### config.mk
export PLATFORM = sky130hd
export DESIGN_NAME = button_lockout_level_qualifier_flat
export DESIGN_NICKNAME = d
export VERILOG_FILES = /design/src/hdl/blq_pkg.sv /design/src/hdl/blq_if.sv /design/src/hdl/blq_csr.sv /design/src/hdl/blq_core.sv /design/src/hdl/button_lockout_level_qualifier.sv /design/src/flat_wrapper.sv
export SDC_FILE = /design/constraint.sdc
export NUM_CORES = 1
export LEC_CHECK = 0
export BUFFER_PORTS_ARGS = -buffer_cell sky130_fd_sc_hd__clkbuf_2
export CAP_MARGIN = 20
export CORE_ASPECT_RATIO = 1.75
export CORE_MARGIN = 3
export CORE_UTILIZATION = 60
export DETAILED_ROUTE_END_ITERATION = 8
export PLACE_DENSITY = 0.77
export SLEW_MARGIN = 30
export SYNTH_ARGS = -nofsm -noshare
export SYNTH_HDL_FRONTEND = slang
export SYNTH_SLANG_ARGS = --single-unit
### constraint.sdc
create_clock -name clock -period 18.7 [get_ports clock]
set_clock_uncertainty 0.05 [all_clocks]
set_input_delay 1.87 -clock clock [delete_from_list [all_inputs] [get_ports clock]]
set_output_delay 1.87 -clock clock [all_outputs]
set_load 0.01 [all_outputs]
### src/hdl/blq_pkg.sv
// Shared types, codes and constants for the button lockout and level qualifier.
// No dependencies; every other file of the block except blq_if.sv imports this package.
package blq_pkg;

   // Result event codes
   typedef enum logic [2:0] {
      EV_NONE   = 3'd0,
      EV_UP     = 3'd1,
      EV_DOWN   = 3'd2,
      EV_LEFT   = 3'd3,
      EV_RIGHT  = 3'd4,
      EV_RESET  = 3'd5,
      EV_VOLUME = 3'd6
   } event_type;

   // Screen modes
   typedef enum logic [1:0] {
      MODE_SETTINGS = 2'd0,
      MODE_RESET    = 2'd1,
      MODE_VOLUME   = 2'd2
   } mode_type;

   // Register indexes on the CSR port
   localparam int unsigned CsrAddrWidth = 5;
   typedef enum logic [2:0] {
      REG_BUTTON_LOCKOUT = 3'd0,
      REG_LEVEL_STEP     = 3'd1,
      REG_GLITCH_BOUND   = 3'd2,
      REG_LEVEL_HOLD     = 3'd3,
      REG_MENU_COUNT     = 3'd4
   } reg_index_type;

   // Register reset values
   localparam logic [15:0] BUTTON_LOCKOUT_RESET = 16'd200;
   localparam logic [7:0]  LEVEL_STEP_RESET     = 8'd5;
   localparam logic [7:0]  GLITCH_BOUND_RESET   = 8'd20;
   localparam logic [15:0] LEVEL_HOLD_RESET     = 16'd400;
   localparam logic [7:0]  MENU_COUNT_RESET     = 8'd8;

   // Divide by five: floor(raw * 205 / 1024) is exact for raw below 1024
   localparam logic [17:0] DIV5_MUL   = 18'd205;
   localparam int unsigned DIV5_SHIFT = 10;

   // Snapping thresholds
   localparam logic [7:0] SNAP_MID_LOW  = 8'd95;
   localparam logic [7:0] SNAP_MID_HIGH = 8'd105;
   localparam logic [7:0] SNAP_MID      = 8'd100;
   localparam logic [7:0] SNAP_TOP_OVER = 8'd195;
   localparam logic [7:0] SNAP_TOP      = 8'd200;
   localparam logic [7:0] SNAP_BOT_BELOW = 8'd5;
   localparam logic [7:0] SNAP_BOT      = 8'd0;

   typedef struct packed {
      logic [15:0] button_lockout_ms;
      logic [7:0]  level_step;
      logic [7:0]  level_glitch_bound;
      logic [15:0] level_hold_ms;
      logic [7:0]  menu_count;
   } cfg_type;

   typedef struct packed {
      logic        up_pressed;
      logic        down_pressed;
      logic        left_pressed;
      logic        right_pressed;
      logic        reset_pressed;
      logic [9:0]  level_raw;
      logic [31:0] now_ms;
      logic        return_to_settings;
   } req_type;

   typedef struct packed {
      event_type   event_res;
      logic [7:0]  page_index;
      mode_type    mode;
      logic [7:0]  level;
   } rsp_type;

endpackage

### src/hdl/blq_if.sv
// Valid/ready channel interfaces for poll words and result words.
// No dependencies.
interface blq_req_if;
   logic        valid;
   logic        ready;
   logic        up_pressed;
   logic        down_pressed;
   logic        left_pressed;
   logic        right_pressed;
   logic        reset_pressed;
   logic [9:0]  level_raw;
   logic [31:0] now_ms;
   logic        return_to_settings;

   modport source (
      output valid, up_pressed, down_pressed, left_pressed, right_pressed,
             reset_pressed, level_raw, now_ms, return_to_settings,
      input  ready
   );
   modport sink (
      input  valid, up_pressed, down_pressed, left_pressed, right_pressed,
             reset_pressed, level_raw, now_ms, return_to_settings,
      output ready
   );
endinterface

interface blq_rsp_if;
   logic       valid;
   logic       ready;
   logic [2:0] event_res;
   logic [7:0] page_index;
   logic [1:0] mode;
   logic [7:0] level;

   modport source (
      output valid, event_res, page_index, mode, level,
      input  ready
   );
   modport sink (
      input  valid, event_res, page_index, mode, level,
      output ready
   );
endinterface

### src/hdl/blq_csr.sv
// APB-style configuration registers of the qualifier.
// Depends on blq_pkg.
module blq_csr (
   input  logic                               clock,
   input  logic                               reset,
   input  logic                               csr_psel,
   input  logic                               csr_penable,
   input  logic                               csr_pwrite,
   input  logic [blq_pkg::CsrAddrWidth-1:0]   csr_paddr,
   input  logic [31:0]                        csr_pwdata,
   output logic [31:0]                        csr_prdata,
   output logic                               csr_pready,
   output blq_pkg::cfg_type                   cfg
);
   import blq_pkg::*;

   cfg_type       cfg_ff, cfg_in;
   reg_index_type index;
   logic          write_en;

   assign csr_pready = 1'b1;
   assign index      = reg_index_type'(csr_paddr[CsrAddrWidth-1:2]);
   assign write_en   = csr_psel && csr_penable && csr_pwrite && csr_pready;

   // Write decode
   always_comb begin
      cfg_in = cfg_ff;
      if (write_en) begin
         unique case (index)
            REG_BUTTON_LOCKOUT: cfg_in.button_lockout_ms  = csr_pwdata[15:0];
            REG_LEVEL_STEP:     cfg_in.level_step         = csr_pwdata[7:0];
            REG_GLITCH_BOUND:   cfg_in.level_glitch_bound = csr_pwdata[7:0];
            REG_LEVEL_HOLD:     cfg_in.level_hold_ms      = csr_pwdata[15:0];
            REG_MENU_COUNT:     cfg_in.menu_count         = csr_pwdata[7:0];
            default: ;
         endcase
      end
   end

   always_ff @(posedge clock) begin
      if (reset) begin
         cfg_ff.button_lockout_ms  <= BUTTON_LOCKOUT_RESET;
         cfg_ff.level_step         <= LEVEL_STEP_RESET;
         cfg_ff.level_glitch_bound <= GLITCH_BOUND_RESET;
         cfg_ff.level_hold_ms      <= LEVEL_HOLD_RESET;
         cfg_ff.menu_count         <= MENU_COUNT_RESET;
      end else begin
         cfg_ff <= cfg_in;
      end
   end

   // Read decode
   always_comb begin
      unique case (index)
         REG_BUTTON_LOCKOUT: csr_prdata = {16'd0, cfg_ff.button_lockout_ms};
         REG_LEVEL_STEP:     csr_prdata = {24'd0, cfg_ff.level_step};
         REG_GLITCH_BOUND:   csr_prdata = {24'd0, cfg_ff.level_glitch_bound};
         REG_LEVEL_HOLD:     csr_prdata = {16'd0, cfg_ff.level_hold_ms};
         REG_MENU_COUNT:     csr_prdata = {24'd0, cfg_ff.menu_count};
         default:            csr_prdata = 32'd0;
      endcase
   end

   assign cfg = cfg_ff;
endmodule

### src/hdl/blq_core.sv
// Poll evaluation: button arbitration with lockouts, menu paging and level qualification.
// Holds the press stamps, page, mode and level state. Depends on blq_pkg.
module blq_core (
   input  logic              clock,
   input  logic              reset,
   input  logic              fire,
   input  blq_pkg::req_type  item,
   input  blq_pkg::cfg_type  cfg,
   output blq_pkg::rsp_type  result
);
   import blq_pkg::*;

   logic [31:0] up_time_ff, up_time_in;
   logic [31:0] down_time_ff, down_time_in;
   logic [31:0] left_time_ff, left_time_in;
   logic [31:0] right_time_ff, right_time_in;
   logic [31:0] reset_time_ff, reset_time_in;
   logic [31:0] any_time_ff, any_time_in;
   logic [7:0]  last_level_ff, last_level_in;
   logic        primed_ff, primed_in;
   logic [7:0]  page_ff, page_in;
   mode_type    mode_ff, mode_in;

   logic [17:0] div_prod;
   logic [7:0]  v;
   logic [7:0]  v_snap;
   logic [7:0]  diff;
   logic [7:0]  count_eff;
   logic [8:0]  page_inc;
   mode_type    mode_cur;
   logic        up_ok, down_ok, left_ok, right_ok, rst_ok, hold_ok;
   event_type   ev;

   // Stamp plus span, modulo 2^32, not later than now
   function automatic logic elapsed(input logic [31:0] stamp, input logic [15:0] span,
                                    input logic [31:0] now);
      logic [31:0] sum;
      sum = stamp + {16'd0, span};
      return sum <= now;
   endfunction

   // Level sample divided by five
   assign div_prod = {8'd0, item.level_raw} * DIV5_MUL;
   assign v        = div_prod[DIV5_SHIFT+7:DIV5_SHIFT];

   assign diff = (v >= last_level_ff) ? (v - last_level_ff) : (last_level_ff - v);

   always_comb begin
      if (v <= SNAP_MID_HIGH && v >= SNAP_MID_LOW) v_snap = SNAP_MID;
      else if (v > SNAP_TOP_OVER)                  v_snap = SNAP_TOP;
      else if (v < SNAP_BOT_BELOW)                 v_snap = SNAP_BOT;
      else                                         v_snap = v;
   end

   assign up_ok    = item.up_pressed    && elapsed(up_time_ff, cfg.button_lockout_ms, item.now_ms);
   assign down_ok  = item.down_pressed  && elapsed(down_time_ff, cfg.button_lockout_ms, item.now_ms);
   assign left_ok  = item.left_pressed  && elapsed(left_time_ff, cfg.button_lockout_ms, item.now_ms);
   assign right_ok = item.right_pressed && elapsed(right_time_ff, cfg.button_lockout_ms, item.now_ms);
   assign rst_ok   = item.reset_pressed && elapsed(reset_time_ff, cfg.button_lockout_ms, item.now_ms);
   assign hold_ok  = elapsed(any_time_ff, cfg.level_hold_ms, item.now_ms);

   // A zero page count behaves as one
   assign count_eff = (cfg.menu_count == 8'd0) ? 8'd1 : cfg.menu_count;
   assign page_inc  = {1'b0, page_ff} + 9'd1;
   assign mode_cur  = item.return_to_settings ? MODE_SETTINGS : mode_ff;

   // Next state, first winning button in fixed priority order
   always_comb begin
      up_time_in    = up_time_ff;
      down_time_in  = down_time_ff;
      left_time_in  = left_time_ff;
      right_time_in = right_time_ff;
      reset_time_in = reset_time_ff;
      any_time_in   = any_time_ff;
      last_level_in = last_level_ff;
      primed_in     = primed_ff;
      page_in       = page_ff;
      mode_in       = mode_cur;
      ev            = EV_NONE;

      if (!primed_ff) begin
         last_level_in = v;
         primed_in     = 1'b1;
      end else if (up_ok) begin
         if (mode_cur == MODE_SETTINGS) begin
            up_time_in  = item.now_ms;
            any_time_in = item.now_ms;
            ev          = EV_UP;
         end
      end else if (down_ok) begin
         if (mode_cur == MODE_SETTINGS) begin
            down_time_in = item.now_ms;
            any_time_in  = item.now_ms;
            ev           = EV_DOWN;
         end
      end else if (left_ok) begin
         left_time_in = item.now_ms;
         any_time_in  = item.now_ms;
         page_in      = (page_ff == 8'd0) ? (count_eff - 8'd1) : (page_ff - 8'd1);
         mode_in      = MODE_SETTINGS;
         ev           = EV_LEFT;
      end else if (right_ok) begin
         right_time_in = item.now_ms;
         any_time_in   = item.now_ms;
         page_in       = (page_inc >= {1'b0, count_eff}) ? 8'd0 : page_inc[7:0];
         mode_in       = MODE_SETTINGS;
         ev            = EV_RIGHT;
      end else if (rst_ok) begin
         reset_time_in = item.now_ms;
         mode_in       = MODE_RESET;
         ev            = EV_RESET;
      end else if (diff >= cfg.level_step && diff < cfg.level_glitch_bound && hold_ok) begin
         last_level_in = v_snap;
         mode_in       = MODE_VOLUME;
         ev            = EV_VOLUME;
      end
   end

   // State updates only on a poll that moves into the result register
   always_ff @(posedge clock) begin
      if (reset) begin
         up_time_ff    <= 32'd0;
         down_time_ff  <= 32'd0;
         left_time_ff  <= 32'd0;
         right_time_ff <= 32'd0;
         reset_time_ff <= 32'd0;
         any_time_ff   <= 32'd0;
         last_level_ff <= 8'd0;
         primed_ff     <= 1'b0;
         page_ff       <= 8'd0;
         mode_ff       <= MODE_SETTINGS;
      end else if (fire) begin
         up_time_ff    <= up_time_in;
         down_time_ff  <= down_time_in;
         left_time_ff  <= left_time_in;
         right_time_ff <= right_time_in;
         reset_time_ff <= reset_time_in;
         any_time_ff   <= any_time_in;
         last_level_ff <= last_level_in;
         primed_ff     <= primed_in;
         page_ff       <= page_in;
         mode_ff       <= mode_in;
      end
   end

   assign result.event_res  = ev;
   assign result.page_index = page_in;
   assign result.mode       = mode_in;
   assign result.level      = last_level_in;
endmodule

### src/hdl/button_lockout_level_qualifier.sv
// Button lockout and level qualifier: one poll word in, one result word out per poll.
// A poll is captured in an input register and evaluated combinationally; the result
// waits in an output register. Throughput is one poll per clock cycle while the output
// is free. The result word is registered on the edge at which the poll leaves the input
// register, and the state registers of the poll evaluator update on that same edge
// (arbitration, page step and level check feed them directly). Both registers advance
// together whenever the output is empty or being taken.
// Configuration registers sit on the CSR port at byte addresses 0, 4, 8, 12 and 16.
module button_lockout_level_qualifier (
   input  logic                              clock,
   input  logic                              reset,
   blq_req_if.sink                           req_port,
   blq_rsp_if.source                         rsp_port,
   input  logic                              csr_psel,
   input  logic                              csr_penable,
   input  logic                              csr_pwrite,
   input  logic [blq_pkg::CsrAddrWidth-1:0]  csr_paddr,
   input  logic [31:0]                       csr_pwdata,
   output logic [31:0]                       csr_prdata,
   output logic                              csr_pready
);
   import blq_pkg::*;

   cfg_type cfg;
   req_type in_word;
   req_type s0_word_ff;
   logic    s0_valid_ff, s0_valid_in;
   rsp_type rsp_word_ff;
   rsp_type result;
   logic    rsp_valid_ff, rsp_valid_in;
   logic    out_free;
   logic    advance;

   blq_csr u_csr (
      .clock       (clock),
      .reset       (reset),
      .csr_psel    (csr_psel),
      .csr_penable (csr_penable),
      .csr_pwrite  (csr_pwrite),
      .csr_paddr   (csr_paddr),
      .csr_pwdata  (csr_pwdata),
      .csr_prdata  (csr_prdata),
      .csr_pready  (csr_pready),
      .cfg         (cfg)
   );

   // Gather the incoming word
   assign in_word.up_pressed         = req_port.up_pressed;
   assign in_word.down_pressed       = req_port.down_pressed;
   assign in_word.left_pressed       = req_port.left_pressed;
   assign in_word.right_pressed      = req_port.right_pressed;
   assign in_word.reset_pressed      = req_port.reset_pressed;
   assign in_word.level_raw          = req_port.level_raw;
   assign in_word.now_ms             = req_port.now_ms;
   assign in_word.return_to_settings = req_port.return_to_settings;

   // Flow control between input and output registers
   assign out_free       = !rsp_valid_ff || rsp_port.ready;
   assign advance        = s0_valid_ff && out_free;
   assign req_port.ready = !s0_valid_ff || advance;
   assign s0_valid_in    = req_port.valid ? 1'b1 : (s0_valid_ff && !advance);
   assign rsp_valid_in   = advance ? 1'b1 : (rsp_valid_ff && !rsp_port.ready);

   blq_core u_core (
      .clock  (clock),
      .reset  (reset),
      .fire   (advance),
      .item   (s0_word_ff),
      .cfg    (cfg),
      .result (result)
   );

   always_ff @(posedge clock) begin
      if (reset) begin
         s0_valid_ff  <= 1'b0;
         rsp_valid_ff <= 1'b0;
      end else begin
         s0_valid_ff  <= req_port.ready ? s0_valid_in : s0_valid_ff;
         rsp_valid_ff <= rsp_valid_in;
      end
   end

   // Payload registers
   always_ff @(posedge clock) begin
      if (req_port.valid && req_port.ready) begin
         s0_word_ff <= in_word;
      end
      if (advance) begin
         rsp_word_ff <= result;
      end
   end

   assign rsp_port.valid      = rsp_valid_ff;
   assign rsp_port.event_res  = rsp_word_ff.event_res;
   assign rsp_port.page_index = rsp_word_ff.page_index;
   assign rsp_port.mode       = rsp_word_ff.mode;
   assign rsp_port.level      = rsp_word_ff.level;
endmodule

### src/flat_wrapper.sv
// flat-port wrapper written by rule: the top's interface ports become plain ports
module button_lockout_level_qualifier_flat import blq_pkg::*;
  (clock, reset, csr_psel, csr_penable, csr_pwrite, csr_paddr, csr_pwdata, csr_prdata, csr_pready, req_port_valid, req_port_up_pressed, req_port_down_pressed, req_port_left_pressed, req_port_right_pressed, req_port_reset_pressed, req_port_level_raw, req_port_now_ms, req_port_return_to_settings, req_port_ready, rsp_port_valid, rsp_port_event_res, rsp_port_page_index, rsp_port_mode, rsp_port_level, rsp_port_ready);
  blq_req_if req_port_i ();
  blq_rsp_if rsp_port_i ();
  input  logic clock;
  input  logic reset;
  input  logic csr_psel;
  input  logic csr_penable;
  input  logic csr_pwrite;
  input  logic [blq_pkg::CsrAddrWidth-1:0] csr_paddr;
  input  logic [31:0] csr_pwdata;
  output logic [31:0] csr_prdata;
  output logic csr_pready;
  input wire logic [$bits(req_port_i.valid)-1:0] req_port_valid;
  input wire logic [$bits(req_port_i.up_pressed)-1:0] req_port_up_pressed;
  input wire logic [$bits(req_port_i.down_pressed)-1:0] req_port_down_pressed;
  input wire logic [$bits(req_port_i.left_pressed)-1:0] req_port_left_pressed;
  input wire logic [$bits(req_port_i.right_pressed)-1:0] req_port_right_pressed;
  input wire logic [$bits(req_port_i.reset_pressed)-1:0] req_port_reset_pressed;
  input wire logic [$bits(req_port_i.level_raw)-1:0] req_port_level_raw;
  input wire logic [$bits(req_port_i.now_ms)-1:0] req_port_now_ms;
  input wire logic [$bits(req_port_i.return_to_settings)-1:0] req_port_return_to_settings;
  output wire logic [$bits(req_port_i.ready)-1:0] req_port_ready;
  output wire logic [$bits(rsp_port_i.valid)-1:0] rsp_port_valid;
  output wire logic [$bits(rsp_port_i.event_res)-1:0] rsp_port_event_res;
  output wire logic [$bits(rsp_port_i.page_index)-1:0] rsp_port_page_index;
  output wire logic [$bits(rsp_port_i.mode)-1:0] rsp_port_mode;
  output wire logic [$bits(rsp_port_i.level)-1:0] rsp_port_level;
  input wire logic [$bits(rsp_port_i.ready)-1:0] rsp_port_ready;
  assign req_port_i.valid = req_port_valid;
  assign req_port_i.up_pressed = req_port_up_pressed;
  assign req_port_i.down_pressed = req_port_down_pressed;
  assign req_port_i.left_pressed = req_port_left_pressed;
  assign req_port_i.right_pressed = req_port_right_pressed;
  assign req_port_i.reset_pressed = req_port_reset_pressed;
  assign req_port_i.level_raw = req_port_level_raw;
  assign req_port_i.now_ms = req_port_now_ms;
  assign req_port_i.return_to_settings = req_port_return_to_settings;
  assign req_port_ready = req_port_i.ready;
  assign rsp_port_valid = rsp_port_i.valid;
  assign rsp_port_event_res = rsp_port_i.event_res;
  assign rsp_port_page_index = rsp_port_i.page_index;
  assign rsp_port_mode = rsp_port_i.mode;
  assign rsp_port_level = rsp_port_i.level;
  assign rsp_port_i.ready = rsp_port_ready;
  button_lockout_level_qualifier u_core (.clock(clock), .reset(reset), .req_port(req_port_i), .rsp_port(rsp_port_i), .csr_psel(csr_psel), .csr_penable(csr_penable), .csr_pwrite(csr_pwrite), .csr_paddr(csr_paddr), .csr_pwdata(csr_pwdata), .csr_prdata(csr_prdata), .csr_pready(csr_pready));
endmodule
==> results of run 1 <==
==> stage by stage <==
step / util (%) / setup slack (ns) / area, um2
detailed placement: 63.7 / 8.72 / 26800
finish: 66.9 / 8.70 / 28100
global placement: 63.7 / 8.78 / 26700
floorplan: - / 10.44 / 25800
CTS: 66.8 / 8.71 / 28100
global route: 66.9 / 8.19 / 28100
==> path summary, 6_finish.rpt <==
kind                                               start                                     endpoint  slack [ns]
max reg2reg              u_core.s0_word_ff[39]$_DFFE_PP_  u_core.u_core.last_level_ff[7]$_SDFFE_PP0P_        8.70
min          u_core.u_core.left_time_ff[20]$_SDFFE_PP0P_  u_core.u_core.left_time_ff[20]$_SDFFE_PP0P_        0.41
min reg2reg  u_core.u_core.left_time_ff[20]$_SDFFE_PP0P_  u_core.u_core.left_time_ff[20]$_SDFFE_PP0P_        0.41
max                      u_core.s0_word_ff[39]$_DFFE_PP_  u_core.u_core.last_level_ff[7]$_SDFFE_PP0P_        8.70
==> state kept, by name (all words and copies together), names as in the netlist, 3 cells and up <==
| name | cells |
|---|---|
| u_core.rsp_port.event_res | 3 |
| u_core.rsp_port.level | 8 |
| u_core.rsp_port.page_index | 8 |
| u_core.s0_word_ff | 48 |
| u_core.u_core.any_time_ff | 32 |
| u_core.u_core.down_time_ff | 32 |
| u_core.u_core.last_level_ff | 8 |
| u_core.u_core.left_time_ff | 32 |
| u_core.u_core.page_ff | 8 |
| u_core.u_core.reset_time_ff | 32 |
| u_core.u_core.right_time_ff | 32 |
| u_core.u_core.up_time_ff | 32 |
| u_core.u_csr.cfg | 56 |
==> cell type report <==
type	count	area share, %
antenna	1	0.00891
clock buffer	47	3.58
clock inverter	20	1.03
inverter	177	2.36
multi-input combinational	2392	61.3
sequential	338	26.5
tap	555	2.47
timing repair buffer	134	2.75
==> cell families after synthesis <==
logic type                 synth area share, %
and+or+nand+nor                           17.9
other                                   0.0292
xor gates and xnor gates                  6.71
AOI/OAI and AO/OA                         14.6
DFF                                       29.0
muxes                                     7.03
adders and majority gates                 20.3
buffers and inverters                     4.43
==> layout by cell type (no fill, tap or decap), types with 8 or more instances in the layout <==
master,n
a211oi_1,34
a21o_1,47
a21oi_1,238
a22oi_1,12
a31oi_1,13
and2_1,11
and3_1,40
and4_1,14
buf_4,19
clkbuf_1,8
clkbuf_16,39
clkbuf_2,111
conb_1,17
dfxtp_1,269
edfxtp_1,69
fa_1,25
ha_1,377
inv_1,176
mux2i_1,176
nand2_1,267
nand2b_1,27
nand3_1,77
nand4_1,45
nor2_1,380
nor2b_1,26
nor3_1,42
nor4_1,14
o211ai_1,20
o21a_1,22
o21ai_0,85
o21bai_1,18
o22ai_1,14
or2_2,11
or3_1,15
xnor2_1,118
xor2_1,77
==> worst max-delay path: cells and delay by family, from the launching register on <==
family,cells,cell delay [ns]
AO/OA/AOI/OAI,11,3.47
adder cells (fa/ha/maj),7,2.99
AND/OR/NAND/NOR,10,2.27
flip-flops,1,0.45
multiplexers,2,0.44
buffers and inverters,4,0.23
==> power by group <==
part	switching (mW)	total, mW	internal, mW
clock	0.321	0.801	0.481
sequential	0.0270	0.798	0.771
combinational	0.546	0.904	0.359
==> metal layers <==
metal | up-vias | part of all wire [%] | wire, um | GRT usage (%)
li1 | 10774 | - | - | -
met1 | 10736 | 33 | 26000 | 31.8
met2 | 888 | 51 | 41000 | 63.8
met3 | 451 | 4.6 | 3650 | 4.73
met4 | 0 | 12 | 9400 | 33.2
met5 | - | 0 | 0 | 0
==> results.sh, run 1 <==
export IMPL_ys_top_cells_by_count="nor2_1 (383), ha_1 (377), dfxtp_1 (269), nand2_1 (267), a21oi_1 (238)"
export IMPL_ff2ff_path_depth=34
export IMPL_hold_violations=0
export IMPL_multi_input_area_um2=17200
export IMPL_synth_most_common_cell="nor2_1"
export IMPL_worst_pin_slew_ns=1.01
export IMPL_vias=22849
export IMPL_die_h_um=280
export IMPL_synth_top_area_share_pct=21.0
export IMPL_grt_usage_pct=34.6
export IMPL_ir_drop_uv=117
export IMPL_fmax_ghz=0.100
export IMPL_status="complete, no violations"
export IMPL_wl_per_cell_um=21.8
export IMPL_cts_htree_levels=2
export IMPL_drt_iter0_drc=1440
export IMPL_yosys_warnings=0
export IMPL_powerDensity_nw_per_um2=89.1
export IMPL_ctsHoldBuffers=0
export IMPL_maxSlewHeadroom_pct=31.9
export IMPL_initial_core_util_pct=61.2
export IMPL_numCtsBuffers=37
export IMPL_period_needed_ns=10.00
export IMPL_clk_pin_slew_ns=0.07
export IMPL_ctsResizeCount=0
export IMPL_startpoint_type="register"
export IMPL_dr_pass1_iters=7
export IMPL_clk_latency_ns=0.56
export IMPL_via_per_inst=6.24
export IMPL_die_x_um=162
export IMPL_critical_path_class="register to register"
export IMPL_clockBufferDepth=3
export IMPL_dp_final_hpwl_mm=62.3
export IMPL_grt_pass1_wl_mm=123
export IMPL_placedCellCount=3595
export IMPL_holdPathStages=2
export IMPL_synth_ff_type="dfxtp_1"
export IMPL_drc=0
export IMPL_async_flop_share_pct=0
export IMPL_post_cts_setup_buffer_count=0
export IMPL_num_rows=99
export IMPL_ys_ff_latch=338
export IMPL_syn_inst=2998
export IMPL_worst_ep_required_time_ns=19.07
export IMPL_numClockSinks=338
export IMPL_timing_hold_ws_ns=0.410
export IMPL_drive_above_1_share_pct=7.56
export IMPL_setup_viol=0
export IMPL_endpoint_kind="register"
export IMPL_power_mw=2.50
export IMPL_power_leakage_nw=12.9
export IMPL_seq_area_um2=7460
export IMPL_root_buffer="clkbuf_16"
export IMPL_fill_cells=3447
export IMPL_synth_area_leader_cell="dfxtp_1"
export IMPL_hp_class="register to register"
export IMPL_synth_edf_count=69
export IMPL_cp_data_arrival_time_ns=10.38
export IMPL_max_stage_delay_ns=0.80
export IMPL_port_buffers=112
export IMPL_tritoncts="done"
export IMPL_syn_avg_cell_area_um2=8.57
export IMPL_drv_cap=0
export IMPL_yosysUniqueCellTypes=86
export IMPL_cp_max_fo=12
export IMPL_area_growth_pct=9.31
export IMPL_first_global_vias=23575
export IMPL_ys_top_cells_by_area="dfxtp_1 (21%), ha_1 (18%), edfxtp_1 (8.1%)"
export IMPL_drv_slew=0
export IMPL_core_area_um2=42000
export IMPL_wl_mm=80.1
export IMPL_yosysSeqAreaShare_pct=29.0
export IMPL_final_antenna_net_count=0
export IMPL_die_area_um2=45500
export IMPL_antenna_found_initial=1
export IMPL_min_period_over_period_pct=53.5
export IMPL_final_cells=3664
export IMPL_crit_path_top_delay_cell="a21oi_1"
export IMPL_io_pins=148
export IMPL_rsz0062_at_grt="false"
export IMPL_grt_max_degree=153
export IMPL_gr_total_overflow=0
export IMPL_finalWeightedCongestion=1.01
export IMPL_final_nets=3574
export IMPL_fin_tns_setup_ns=0
export IMPL_syn_cell_area_um2=25700
No activity file was read; power rests on OpenSTA's default activity.
==> inputs of run 2 (changes only) <==
--- a/config.mk
+++ b/config.mk
@@ -5,13 +5,14 @@
 export SDC_FILE = /design/constraint.sdc
 export NUM_CORES = 1
 export LEC_CHECK = 0
+export ABC_AREA = 1
 export BUFFER_PORTS_ARGS = -buffer_cell sky130_fd_sc_hd__clkbuf_2
 export CAP_MARGIN = 20
 export CORE_ASPECT_RATIO = 1.75
 export CORE_MARGIN = 3
-export CORE_UTILIZATION = 60
+export CORE_UTILIZATION = 57
 export DETAILED_ROUTE_END_ITERATION = 8
-export PLACE_DENSITY = 0.77
+export PLACE_DENSITY = 0.76
 export SLEW_MARGIN = 30
 export SYNTH_ARGS = -nofsm -noshare
 export SYNTH_HDL_FRONTEND = slang
==> constraint.sdc (replaced) <==
create_clock -name clock -period 8.4 [get_ports clock]
set_clock_uncertainty 0.05 [all_clocks]
set_input_delay 0.84 -clock clock [delete_from_list [all_inputs] [get_ports clock]]
set_output_delay 0.84 -clock clock [all_outputs]
set_load 0.01 [all_outputs]
==> results.sh, run 2 <==
export IMPL_drv_slew=0
export IMPL_worst_ep_required_time_ns=8.63
export IMPL_synthMuxAreaShare_pct=0.113
export IMPL_synth_edf_count=69
export IMPL_clk_pin_slew_ns=0.07
export IMPL_syn_avg_cell_area_um2=7.38
export IMPL_synth_ff_type="dfxtp_1"
export IMPL_io_pins=148
export IMPL_synth_most_common_cell="nand2_1"
export IMPL_status="complete, no violations"
export IMPL_cp_max_fo=8
export IMPL_fin_tns_setup_ns=0
export IMPL_top_layer="met4"
export IMPL_startpoint_type="register"
export IMPL_synth_top_area_share_pct=20.3
export IMPL_hold_violations=0
export IMPL_wl_met3_mm=3.40
export IMPL_pre_cts_ws_ns=0.447
export IMPL_worst_pin_slew_ns=0.917
export IMPL_async_flop_share_pct=0
export IMPL_die_area_um2=49300
export IMPL_placedCellCount=4224
export IMPL_gr_total_overflow=0
export IMPL_drv_cap=0
export IMPL_core_area_um2=46100
export IMPL_wl_mm=74.0
export IMPL_ir_drop_uv=236
export IMPL_synthSimpleGateAreaFrac_pct=20.0
export IMPL_diodes=0
export IMPL_power_leakage_nw=14.3
export IMPL_synth_top_family_by_area="simple AND/OR/NAND/NOR gates"
export IMPL_drt_iter0_drc=1464
export IMPL_dr_pass1_iters=8
export IMPL_maxSlewHeadroom_pct=38.5
export IMPL_die_x_um=169
export IMPL_synth_xor_area_share_pct=6.33
export IMPL_final_common_cell="nand2_1"
export IMPL_cts_htree_levels=2
export IMPL_ys_top_cells_by_area="dfxtp_1 (20%), ha_1 (18%), nand2_1 (9.5%)"
export IMPL_max_stage_delay_ns=0.53
export IMPL_reg2reg_from="u_core.s0_word_ff[40]$_DFFE_PP_"
export IMPL_drive_above_1_share_pct=6.40
export IMPL_cp_data_arrival_time_ns=8.10
export IMPL_ys_top_cells_by_count="nand2_1 (676), inv_1 (445), a21oi_1 (424), ha_1 (377), nor2_1 (316)"
export IMPL_die_h_um=292
export IMPL_vias=24109
export IMPL_root_buffer="clkbuf_16"
export IMPL_yosysUniqueCellTypes=60
export IMPL_numClockSinks=338
export IMPL_endpoint_kind="register"
export IMPL_syn_cell_area_um2=26600
export IMPL_powerDensity_nw_per_um2=188
export IMPL_final_cells=4287
export IMPL_fmax_ghz=0.127
export IMPL_grt_max_degree=111
export IMPL_cp_common_cell="nand2_1"
export IMPL_synthAdderAreaFrac_pct=19.6
export IMPL_final_cell_mix="nand2_1 (676), inv_1 (442), a21oi_1 (423)"
export IMPL_grt_pass1_wl_mm=116
export IMPL_design_area_um2=28600
export IMPL_yosys_warnings=0
export IMPL_critical_path_class="register to register"
export IMPL_initial_core_util_pct=57.7
export IMPL_setup_viol=0
export IMPL_num_rows=104
export IMPL_multi_input_area_um2=17000
export IMPL_first_global_vias=22988
export IMPL_port_buffers=112
export IMPL_clk_latency_ns=0.54
export IMPL_drc=0
export IMPL_crit_path_top_delay_cell="fa_1"
export IMPL_route_layer_met1_wl_mm=26.3
export IMPL_numCtsBuffers=35
export IMPL_finalWeightedCongestion=0.980
export IMPL_synth_area_leader_cell="dfxtp_1"
export IMPL_via_per_inst=5.62
export IMPL_yosysSeqAreaShare_pct=28.1
export IMPL_antenna_found_initial=0
export IMPL_ys_ff_latch=338
export IMPL_final_antenna_net_count=0
export IMPL_critPathLaunch="u_core.s0_word_ff[40]$_DFFE_PP_"
export IMPL_worst_slack_ns=0.534
export IMPL_largest_reg_flops=56
export IMPL_min_period_over_period_pct=93.6
export IMPL_placed_cell_area_um2=27500
export IMPL_fill_cells=4284
export IMPL_period_needed_ns=7.87
export IMPL_hp_class="register to register"
export IMPL_grt_usage_pct=29.3
export IMPL_tritoncts="done"
export IMPL_post_cts_setup_buffer_count=0
export IMPL_dp_final_hpwl_mm=58.4
export IMPL_wl_per_cell_um=17.3
export IMPL_area_growth_pct=7.59
export IMPL_seq_area_um2=7460
export IMPL_synth_compound_area_share_pct=17.5
export IMPL_dr_wl_met2_mm=37.2
export IMPL_clockBufferDepth=3
export IMPL_syn_inst=3601
export IMPL_final_nets=4172
export IMPL_min_from="u_core.u_core.up_time_ff[0]$_SDFFE_PP0P_"
## run 2: routing by layer
metal	vias to the layer above	GRT usage [%]
met4	0	23.8
met5	-	0
li1	12212	-
met1	10853	29.9
met3	322	3.28
met2	722	53.0
## run 2: worst paths after layout
kind,to,depth (start not counted),slack [ns]
worst max-delay path,u_core.rsp_port.level[4]$_DFFE_PP_,39,0.53
worst min-delay path,u_core.u_core.up_time_ff[0]$_SDFFE_PP0P_,2,0.40
worst max register to register,u_core.rsp_port.level[4]$_DFFE_PP_,39,0.53
worst min register to register,u_core.u_core.up_time_ff[0]$_SDFFE_PP0P_,2,0.40
## run 2: critical path, delay by kind of cell, from the launching register on
family                     cells  cell delay (ns)
xor gates and xnor gates       1             0.16
DFF                            1             0.45
muxes                          1             0.29
buffers and inverters          6             0.38
and+or+nand+nor               19             2.14
adders and majority gates      7             2.94
AOI/OAI and AO/OA              5             1.21
## run 2: through the flow
step | utilization [%] | hold slack (ns) | total power [mW]
after floorplan | - | 0.377 | 3.29
after global placement | 59.6 | 0.386 | 3.80
after detailed placement | 59.7 | 0.392 | 3.84
after CTS | 62.0 | 0.402 | 5.38
after global routing | 62.1 | 0.407 | 5.77
final | 62.1 | 0.403 | 5.38
## run 2: cell families (layout without fill, tap and decap cells)
logic type      Yosys count  in the layout
simple gates           1256           1256
compound gates          862            862
buf+inv                 546            634
fa+ha+maj               402            402
flops                   338            338
xor+xnor                192            192
mux                       3              3
other cells               2             17
## run 2: timing repair
item                                    4_1_cts  5_1_grt
hold endpoints to repair                      0        0
endpoints found under the setup margin        0       16
resized for setup                             0        3
hold buffers                                  0        0
## run 2: final cells by class
| class | count | share of cell area, % |
|---|---|---|
| clock inverters | 18 | 0.481 |
| inverters | 448 | 5.90 |
| repair buffers | 123 | 2.25 |
| well taps | 583 | 2.55 |
| flip-flops and latches | 338 | 26.1 |
| multi-input cells | 2732 | 59.4 |
| clock buffers | 45 | 3.34 |
## run 2: power breakdown
part | switching, mW | internal, mW | total [mW]
sequential | 0.0488 | 1.72 | 1.77
clock | 0.691 | 0.845 | 1.54
combinational | 1.34 | 0.734 | 2.07
total | 2.08 | 3.30 | 5.38
